**config.mk**
```make
export PLATFORM = sky130hd
export DESIGN_NAME = gps_fix_velocity_estimator_unit
export DESIGN_NICKNAME = d
export VERILOG_FILES = /design/src/design/gfve_pkg.sv /design/src/design/gfve_arith.sv /design/src/design/gps_fix_velocity_estimator_unit.sv
export SDC_FILE = /design/constraint.sdc
export NUM_CORES = 2
export LEC_CHECK = 0
export BUFFER_PORTS_ARGS = -buffer_cell sky130_fd_sc_hd__buf_2
export CAP_MARGIN = 25
export CORE_AREA = 2 2 318 320
export CTS_BUF_LIST = sky130_fd_sc_hd__clkbuf_4 sky130_fd_sc_hd__clkbuf_8 sky130_fd_sc_hd__clkbuf_16
export CTS_CLUSTER_SIZE = 25
export DETAILED_ROUTE_END_ITERATION = 7
export DIE_AREA = 0 0 320 322
export GPL_ROUTABILITY_DRIVEN = 0
export PLACE_DENSITY_LB_ADDON = 0.1
export RECOVER_POWER = 25
export SLEW_MARGIN = 20
export SYNTH_ARGS = -nofsm -noshare
export SYNTH_HDL_FRONTEND = slang
export SYNTH_SLANG_ARGS = --single-unit
export TNS_END_PERCENT = 10
```
**constraint.sdc**
```tcl
create_clock -name clk -period 11.58 [get_ports clk]
set_clock_uncertainty 0.1 [all_clocks]
set_input_delay 2.316 -clock clk [delete_from_list [all_inputs] [get_ports clk]]
set_output_delay 2.316 -clock clk [all_outputs]
set_load 0.01 [all_outputs]
```
**src/design/gfve_pkg.sv**
```systemverilog
package gfve_pkg;

	// Default width of the elapsed time actually used
	localparam int GFVE_MS_BITS = 16;

	// Width of the largest power of ten for a position precision
	localparam int POW10_W = 30;
	// Width of millimetres per degree times the velocity scale
	localparam int KCONST_W = 37;
	// Numerator: 32-bit magnitude times the 37-bit constant
	localparam int NUM_W = 32 + KCONST_W;
	// Quotient bits kept below the overflow bit
	localparam int QUOT_W = 15;

	// Configuration register indexes
	localparam logic [1:0] REG_LAT_PREC = 2'd0;
	localparam logic [1:0] REG_LON_PREC = 2'd1;
	localparam logic [1:0] REG_VEL_PREC = 2'd2;
	localparam logic [1:0] REG_VEL_LIMIT = 2'd3;

	// Arithmetic unit operations
	localparam logic [2:0] OP_NONE = 3'd0;
	localparam logic [2:0] OP_DEN = 3'd1;
	localparam logic [2:0] OP_MLO = 3'd2;
	localparam logic [2:0] OP_MHI = 3'd3;
	localparam logic [2:0] OP_DIV = 3'd4;

	typedef struct packed {
		logic               kind;
		logic [15:0]        elapsed_ms;
		logic signed [31:0] latitude_raw;
		logic signed [31:0] longitude_raw;
	} in_item_t;

	typedef struct packed {
		logic signed [15:0] north_velocity;
		logic signed [15:0] east_velocity;
		logic               rejected;
		logic               reference_taken;
	} out_item_t;

	// Command from the sequencer to the arithmetic unit
	typedef struct packed {
		logic [2:0]  op;
		logic [3:0]  step;
		logic [31:0] mag;
		logic [3:0]  prec;
		logic [1:0]  vel_prec;
	} arith_ctrl_t;

	// Ten to the position precision, saturating at nine places
	function automatic logic [POW10_W-1:0] gfve_pow10(input logic [3:0] prec);
		logic [POW10_W-1:0] val;
		case (prec)
			4'd0: val = POW10_W'(1);
			4'd1: val = POW10_W'(10);
			4'd2: val = POW10_W'(100);
			4'd3: val = POW10_W'(1000);
			4'd4: val = POW10_W'(10000);
			4'd5: val = POW10_W'(100000);
			4'd6: val = POW10_W'(1000000);
			4'd7: val = POW10_W'(10000000);
			4'd8: val = POW10_W'(100000000);
			default: val = POW10_W'(1000000000);
		endcase
		return val;
	endfunction

	// Millimetres per degree on a 6371 km sphere, times ten to the velocity precision
	function automatic logic [KCONST_W-1:0] gfve_kconst(input logic [1:0] vel_prec);
		logic [KCONST_W-1:0] val;
		case (vel_prec)
			2'd0: val = KCONST_W'(64'd111194927);
			2'd1: val = KCONST_W'(64'd1111949270);
			2'd2: val = KCONST_W'(64'd11119492700);
			default: val = KCONST_W'(64'd111194927000);
		endcase
		return val;
	endfunction

endpackage

```
**src/design/gfve_arith.sv**
```systemverilog
module gfve_arith #(
	parameter int MS_BITS = gfve_pkg::GFVE_MS_BITS
) (
	input  logic                                clk,
	input  gfve_pkg::arith_ctrl_t               ctrl,
	input  logic [MS_BITS-1:0]                  ms,
	output logic [gfve_pkg::QUOT_W-1:0]         quot,
	output logic                                ovf
);
	import gfve_pkg::*;

	localparam int DEN_W = POW10_W + MS_BITS;
	localparam int SHD_W = DEN_W + QUOT_W;
	localparam int CMP_W = (SHD_W > NUM_W) ? SHD_W : NUM_W;

	logic [KCONST_W-1:0] kconst;
	logic [31:0]         mul_a;
	logic [31:0]         mul_b;
	logic [63:0]         prod;
	logic [DEN_W-1:0]    den_q;
	logic [NUM_W-1:0]    rem_q;
	logic [QUOT_W-1:0]   quot_q;
	logic                ovf_q;
	logic [CMP_W-1:0]    rem_ext;
	logic [CMP_W-1:0]    den_sh;
	logic [CMP_W-1:0]    diff;
	logic                fits;

	assign kconst = gfve_kconst(ctrl.vel_prec);

	// Select the operands of the shared multiplier
	always_comb begin
		case (ctrl.op)
			OP_DEN: begin
				mul_a = 32'(gfve_pow10(ctrl.prec));
				mul_b = 32'(ms);
			end
			OP_MLO: begin
				mul_a = ctrl.mag;
				mul_b = kconst[31:0];
			end
			OP_MHI: begin
				mul_a = ctrl.mag;
				mul_b = 32'(kconst[KCONST_W-1:32]);
			end
			default: begin
				mul_a = '0;
				mul_b = '0;
			end
		endcase
	end

	assign prod = mul_a * mul_b;

	// One restoring division step against the shifted denominator
	assign rem_ext = CMP_W'(rem_q);
	assign den_sh = CMP_W'(den_q) << ctrl.step;
	assign fits = (rem_ext >= den_sh);
	assign diff = rem_ext - den_sh;

	always_ff @(posedge clk) begin
		case (ctrl.op)
			OP_DEN: begin
				den_q <= DEN_W'(prod);
				quot_q <= '0;
				ovf_q <= 1'b0;
			end
			OP_MLO: begin
				rem_q <= NUM_W'(prod);
			end
			OP_MHI: begin
				rem_q <= rem_q + (NUM_W'(prod) << 32);
			end
			OP_DIV: begin
				if (fits) begin
					rem_q <= diff[NUM_W-1:0];
					// the top step only tells whether the quotient is out of range
					if (ctrl.step == 4'(QUOT_W))
						ovf_q <= 1'b1;
					else
						quot_q[ctrl.step[3:0]] <= 1'b1;
				end
			end
			default: begin
			end
		endcase
	end

	assign quot = quot_q;
	assign ovf = ovf_q;

endmodule

```
**src/design/gps_fix_velocity_estimator_unit.sv**
```systemverilog
// GPS fix velocity estimator. A position fix that needs a velocity stalls the input
// after it is taken: per axis a state for the coordinate difference, three passes
// through a shared 32x32 multiplier (denominator, low and high halves of the numerator),
// sixteen restoring-division steps and one check, then a hand-over state for the result.
// The next item can be taken only once the result is handed over; the divider loop
// dominates. A restart is taken with no stall at all. A first (reference) fix or a
// zero-time fix goes straight to the hand-over state. The hand-over waits while the
// output register still holds an earlier result. in_stall is high while a fix is being
// worked on; one finished result can wait in the output register. Configuration writes
// are always ready and must only be made while the block is idle.
module gps_fix_velocity_estimator_unit #(
	parameter int MS_BITS = gfve_pkg::GFVE_MS_BITS
) (
	input  logic                clk,
	input  logic                arst_n,
	input  logic                in_valid,
	output logic                in_stall,
	input  gfve_pkg::in_item_t  in_data,
	output logic                out_valid,
	input  logic                out_stall,
	output gfve_pkg::out_item_t out_data,
	input  logic                cfg_valid,
	output logic                cfg_ready,
	input  logic [1:0]          cfg_index,
	input  logic [14:0]         cfg_data
);
	import gfve_pkg::*;

	localparam logic [2:0] ST_IDLE = 3'd0;
	localparam logic [2:0] ST_SUB = 3'd1;
	localparam logic [2:0] ST_DEN = 3'd2;
	localparam logic [2:0] ST_MLO = 3'd3;
	localparam logic [2:0] ST_MHI = 3'd4;
	localparam logic [2:0] ST_DIV = 3'd5;
	localparam logic [2:0] ST_CHK = 3'd6;
	localparam logic [2:0] ST_FIN = 3'd7;

	logic [2:0]         state_q;
	logic [3:0]         lat_prec_q;
	logic [3:0]         lon_prec_q;
	logic [1:0]         vel_prec_q;
	logic [14:0]        vel_limit_q;
	logic               have_ref_q;
	logic [31:0]        ref_lat_q;
	logic [31:0]        ref_lon_q;
	logic [31:0]        cur_lat_q;
	logic [31:0]        cur_lon_q;
	logic [MS_BITS-1:0] ms_q;
	logic               axis_q;
	logic [3:0]         step_q;
	logic [31:0]        mag_q;
	logic               neg_q;
	logic [QUOT_W-1:0]  vn_q;
	logic               vn_neg_q;
	logic               over_q;
	out_item_t          res_q;
	out_item_t          out_q;
	logic               out_valid_q;

	logic               accept;
	logic               out_free;
	logic [31:0]        ms_ext;
	logic [MS_BITS-1:0] ms_in;
	logic [31:0]        cur_sel;
	logic [31:0]        ref_sel;
	logic signed [32:0] delta;
	logic [32:0]        delta_abs;
	arith_ctrl_t        actrl;
	logic [QUOT_W-1:0]  quot;
	logic               ovf;
	logic               over_now;
	logic               reject;

	assign in_stall = (state_q != ST_IDLE);
	assign accept = in_valid && !in_stall;
	assign out_free = !out_valid_q || !out_stall;
	assign cfg_ready = 1'b1;

	assign ms_ext = 32'(in_data.elapsed_ms);
	assign ms_in = ms_ext[MS_BITS-1:0];

	// Coordinate difference of the axis being worked on
	assign cur_sel = axis_q ? cur_lon_q : cur_lat_q;
	assign ref_sel = axis_q ? ref_lon_q : ref_lat_q;
	assign delta = $signed({cur_sel[31], cur_sel}) - $signed({ref_sel[31], ref_sel});
	assign delta_abs = delta[32] ? 33'(-delta) : 33'(delta);

	// Drive the shared arithmetic unit from the sequencer state
	always_comb begin
		actrl.mag = mag_q;
		actrl.prec = axis_q ? lon_prec_q : lat_prec_q;
		actrl.vel_prec = vel_prec_q;
		actrl.step = step_q;
		case (state_q)
			ST_DEN: actrl.op = OP_DEN;
			ST_MLO: actrl.op = OP_MLO;
			ST_MHI: actrl.op = OP_MHI;
			ST_DIV: actrl.op = OP_DIV;
			default: actrl.op = OP_NONE;
		endcase
	end

	gfve_arith #(
		.MS_BITS(MS_BITS)
	) u_arith (
		.clk(clk),
		.ctrl(actrl),
		.ms(ms_q),
		.quot(quot),
		.ovf(ovf)
	);

	assign over_now = ovf || (quot > vel_limit_q);
	assign reject = over_now || over_q;

	// Configuration registers
	always_ff @(posedge clk or negedge arst_n) begin
		if (!arst_n) begin
			lat_prec_q <= 4'd7;
			lon_prec_q <= 4'd7;
			vel_prec_q <= 2'd2;
			vel_limit_q <= 15'd32767;
		end else if (cfg_valid && cfg_ready) begin
			case (cfg_index)
				REG_LAT_PREC: lat_prec_q <= cfg_data[3:0];
				REG_LON_PREC: lon_prec_q <= cfg_data[3:0];
				REG_VEL_PREC: vel_prec_q <= cfg_data[1:0];
				REG_VEL_LIMIT: vel_limit_q <= cfg_data;
				default: begin
				end
			endcase
		end
	end

	// Sequencer, reference and output register
	always_ff @(posedge clk or negedge arst_n) begin
		if (!arst_n) begin
			state_q <= ST_IDLE;
			have_ref_q <= 1'b0;
			ref_lat_q <= '0;
			ref_lon_q <= '0;
			out_valid_q <= 1'b0;
			axis_q <= 1'b0;
			step_q <= '0;
		end else begin
			// drop the result once taken, unless a new one is handed over now
			if (out_valid_q && !out_stall && state_q != ST_FIN)
				out_valid_q <= 1'b0;

			case (state_q)
				ST_IDLE: begin
					if (accept) begin
						if (in_data.kind) begin
							have_ref_q <= 1'b0;
						end else if (!have_ref_q) begin
							ref_lat_q <= in_data.latitude_raw;
							ref_lon_q <= in_data.longitude_raw;
							have_ref_q <= 1'b1;
							res_q <= '{north_velocity: '0, east_velocity: '0,
								rejected: 1'b0, reference_taken: 1'b1};
							state_q <= ST_FIN;
						end else if (ms_in == '0) begin
							have_ref_q <= 1'b0;
							res_q <= '{north_velocity: '0, east_velocity: '0,
								rejected: 1'b1, reference_taken: 1'b0};
							state_q <= ST_FIN;
						end else begin
							res_q <= '0;
							cur_lat_q <= in_data.latitude_raw;
							cur_lon_q <= in_data.longitude_raw;
							ms_q <= ms_in;
							axis_q <= 1'b0;
							over_q <= 1'b0;
							state_q <= ST_SUB;
						end
					end
				end
				ST_SUB: begin
					mag_q <= delta_abs[31:0];
					neg_q <= delta[32];
					state_q <= ST_DEN;
				end
				ST_DEN: state_q <= ST_MLO;
				ST_MLO: state_q <= ST_MHI;
				ST_MHI: begin
					step_q <= 4'(QUOT_W);
					state_q <= ST_DIV;
				end
				ST_DIV: begin
					if (step_q == '0)
						state_q <= ST_CHK;
					else
						step_q <= step_q - 4'd1;
				end
				ST_CHK: begin
					if (!axis_q) begin
						// keep the north result and go on to the east axis
						vn_q <= quot;
						vn_neg_q <= neg_q;
						over_q <= over_now;
						axis_q <= 1'b1;
						state_q <= ST_SUB;
					end else begin
						if (reject) begin
							have_ref_q <= 1'b0;
							res_q.rejected <= 1'b1;
						end else begin
							res_q.north_velocity <= vn_neg_q ? -16'(vn_q) : 16'(vn_q);
							res_q.east_velocity <= neg_q ? -16'(quot) : 16'(quot);
							ref_lat_q <= cur_lat_q;
							ref_lon_q <= cur_lon_q;
						end
						state_q <= ST_FIN;
					end
				end
				ST_FIN: begin
					// hold until the output register is free
					if (out_free) begin
						out_q <= res_q;
						out_valid_q <= 1'b1;
						state_q <= ST_IDLE;
					end
				end
				default: state_q <= ST_IDLE;
			endcase
		end
	end

	assign out_valid = out_valid_q;
	assign out_data = out_q;

endmodule
```
==> results.json <==
{
  "worstReg2RegEnd": "u_arith.rem_ext[67]",
  "multiInputGateArea_um2": 42140,
  "critPathTopFamily": "adder cells",
  "grt_pass1_wl_um": 288500,
  "syn_avg_cell_area_um2": 9.477,
  "fp.dieH_um": 322,
  "setup_viol": 0,
  "dr.first_iter.drc_count": 5265,
  "drive_above_1_share": 0.08051,
  "critPathMaxStageDelay_ps": 660,
  "hpwl_um": 156000,
  "async_reset_ff_frac": 0.2313,
  "path_buf_inv": 7,
  "viasPerCell": 6.198,
  "reg2reg_depth": 35,
  "min_from": "res_q[15]",
  "status": "complete, but fails checks",
  "area.growth.synth_to_final_pct": 6.580,
  "synth_cell_types": 85,
  "crit_arrival_ps": 11410,
  "cts-root-buf": "clkbuf_16",
  "antenna_found_initial": 5,
  "netlist_top_cells_count": "1043 x inv_1, 867 x fa_1, 617 x nor2_1",
  "h-tree-depth": 2,
  "portBuffers": 138,
  "cts_sinks": 428,
  "min_period_ps": 11180,
  "fin_nets": 7740,
  "drv_slew": 212,
  "min-delay-path-class": "register to register",
  "syn_area_um2": 59400,
  "yosysSeqAreaShare": 0.2085,
  "num_io_pins": 140,
  "hold_depth": 0,
  "grt_use_total": 0.3710,
  "synthTopCellsByArea": "fa_1 29%, edfxtp_1 17%, ha_1 9.6%",
  "violations": "max-capacitance violations, max-slew violations",
  "synth_top_family_by_area": "adder cells",
  "grt_max_degree": 72,
  "yosys.area_share.simple": 0.1224,
  "synthXorXnorAreaFrac": 0.03421,
  "cap_viol_max_count": 5,
  "crit_top_cell": "fa_1",
  "fin_crit_sh": 0.9657,
  "yosys.cell_count.top_type": "inv_1",
  "numPlacedInstances": 7563,
  "yosys.area.top_type": "fa_1",
  "die_area_um2": 103000,
  "fillers": 8422,
  "synth.ff_latch_count": 428,
  "cts_made_buffers": 44,
  "start_util": 0.5966,
  "crit_slowest_cell": "dfrtp_1",
  "hold_ws_ps": 317.4,
  "yosys_warnings": 0,
  "max_freq_mhz": 89.42,
  "reg2reg_slack_ps": 400,
  "cp-start-kind": "register",
  "hold_violations": 0,
  "vias": 47410,
  "cts_tree": "done",
  "synth_fp_nets": 7696,
  "clockBufferDepth": 3,
  "rsz0062_at_grt": "no",
  "overflow": 0,
  "slew_headroom": -1.133,
  "routedWlPerCell_um": 24.64,
  "wl_um": 188500,
  "drt_first_pass_iters": 6,
  "muxShareOfSynthArea": 0.04162,
  "path_class": "register to register",
  "tightestPinTransition_ps": 3199,
  "cp-end-kind": "register",
  "ys.flop_type": "edfxtp_1",
  "critPathRequiredTime_ps": 11810,
  "synth_compound_area_frac": 0.1199,
  "seq_area_um2": 12390,
  "clk_latency_ps": 620,
  "setup_tns_ps": 0,
  "core_area_um2": 99570,
  "syn_inst": 6268,
  "ant_nets": 0,
  "synthDominantCellAreaShare": 0.2922,
  "r2r_start": "state_q[2]",
  "die_w_um": 320,
  "grt_pass1_vias": 47860,
  "cts.clk_slew.worst_paths_ps": 60,
  "hold-path-endpoint": "out_data[15]",
  "route.detailed.drc": 0,
  "cp_max_fo": 32,
  "synth_edf_count": 329,
  "stdcell_count": 7649,
  "num_rows": 116,
  "synth_fa_ha_area_frac": 0.3886
}
logic make-up after synthesis:
logic type,after synthesis
DFF,428
and+or+nand+nor,1658
AOI/OAI and AO/OA,1092
other,1
xor gates and xnor gates,232
buffers and inverters,1340
adders and majority gates,1325
muxes,192
cell usage in the layout (no fill, tap or decap), types with 77 or more instances in the layout:
master / count
edfxtp_1: 329
ha_1: 456
xor2_1: 84
buf_2: 77
xnor2_1: 148
fa_1: 867
a22o_1: 84
nor2_1: 609
a21oi_1: 304
inv_1: 1043
a21o_1: 186
o21ai_0: 211
nand2_1: 588
buf_4: 143
mux2_2: 80
worst max-delay path by stage:
stage,startpoint,end,slack (ps),cells after the start
global placement,axis_q,u_arith.rem_ext[67],360,34
floorplan,state_q[1],u_arith.rem_ext[67],1,42
detailed placement,axis_q,u_arith.rem_ext[67],210,34
finish,state_q[2],u_arith.rem_ext[67],400,35
CTS,axis_q,u_arith.rem_ext[67],190,34
global route,axis_q,u_arith.rem_ext[67],30,38
final cells by class:
class | count | share of cell area
clock inverter | 20 | 0.002628
timing repair buffer | 292 | 0.02869
tap | 1298 | 0.02565
antenna | 4 | 0.0001581
sequential | 428 | 0.1957
inverter | 1046 | 0.06203
multi-input combinational | 4500 | 0.6656
clock buffer | 61 | 0.01951
what timing repair did:
item                                    4_1_cts  5_1_grt
buffers inserted                              0        0
hold endpoints to repair                      0        0
hold buffers                                  0        0
endpoints found under the setup margin        0       13
resized for setup                             0        9
routing by layer:
layer,global-route usage,vias up,share of wire
met5,0,-,0.000058
met4,0.1690,2,0.057
met3,0.09205,544,0.12
met2,0.5575,2701,0.43
met1,0.5100,23440,0.39
li1,-,20720,-
stage by stage:
| stage | setup WS (ps) | cell area [um^2] | util |
|---|---|---|---|
| 2_1_floorplan | 1.256 | 59400 | - |
| 3_3_place_gp | 364.2 | 61880 | 0.6215 |
| 3_5_place_dp | 206.5 | 61950 | 0.6222 |
| 4_1_cts | 189.3 | 63350 | 0.6363 |
| 5_1_grt | 33.25 | 63310 | 0.6358 |
| 6_report | 396.8 | 63310 | 0.6359 |
sequential cells by signal, indices dropped and copies added (netlist names), 16 cells and up:
signal / count
cur_lat_q: 32
cur_lon_q: 32
mag_q: 32
ms_q: 16
out_data: 34
ref_lat_q: 32
ref_lon_q: 32
res_q: 34
u_arith.den_q: 46
u_arith.rem_ext: 69
worst reg2reg max path, delay by kind of cell, from the launching register on:
family                     cells  cell delay (ps)
and+or+nand+nor                7             1270
DFF                            1              660
buffers and inverters          7             1070
xor gates and xnor gates       2              800
AOI/OAI and AO/OA              9             2180
adders and majority gates     10             4830
Power is not shown: default switching activity piles up to over one toggle a cycle in this logic, so the estimate is an artifact.
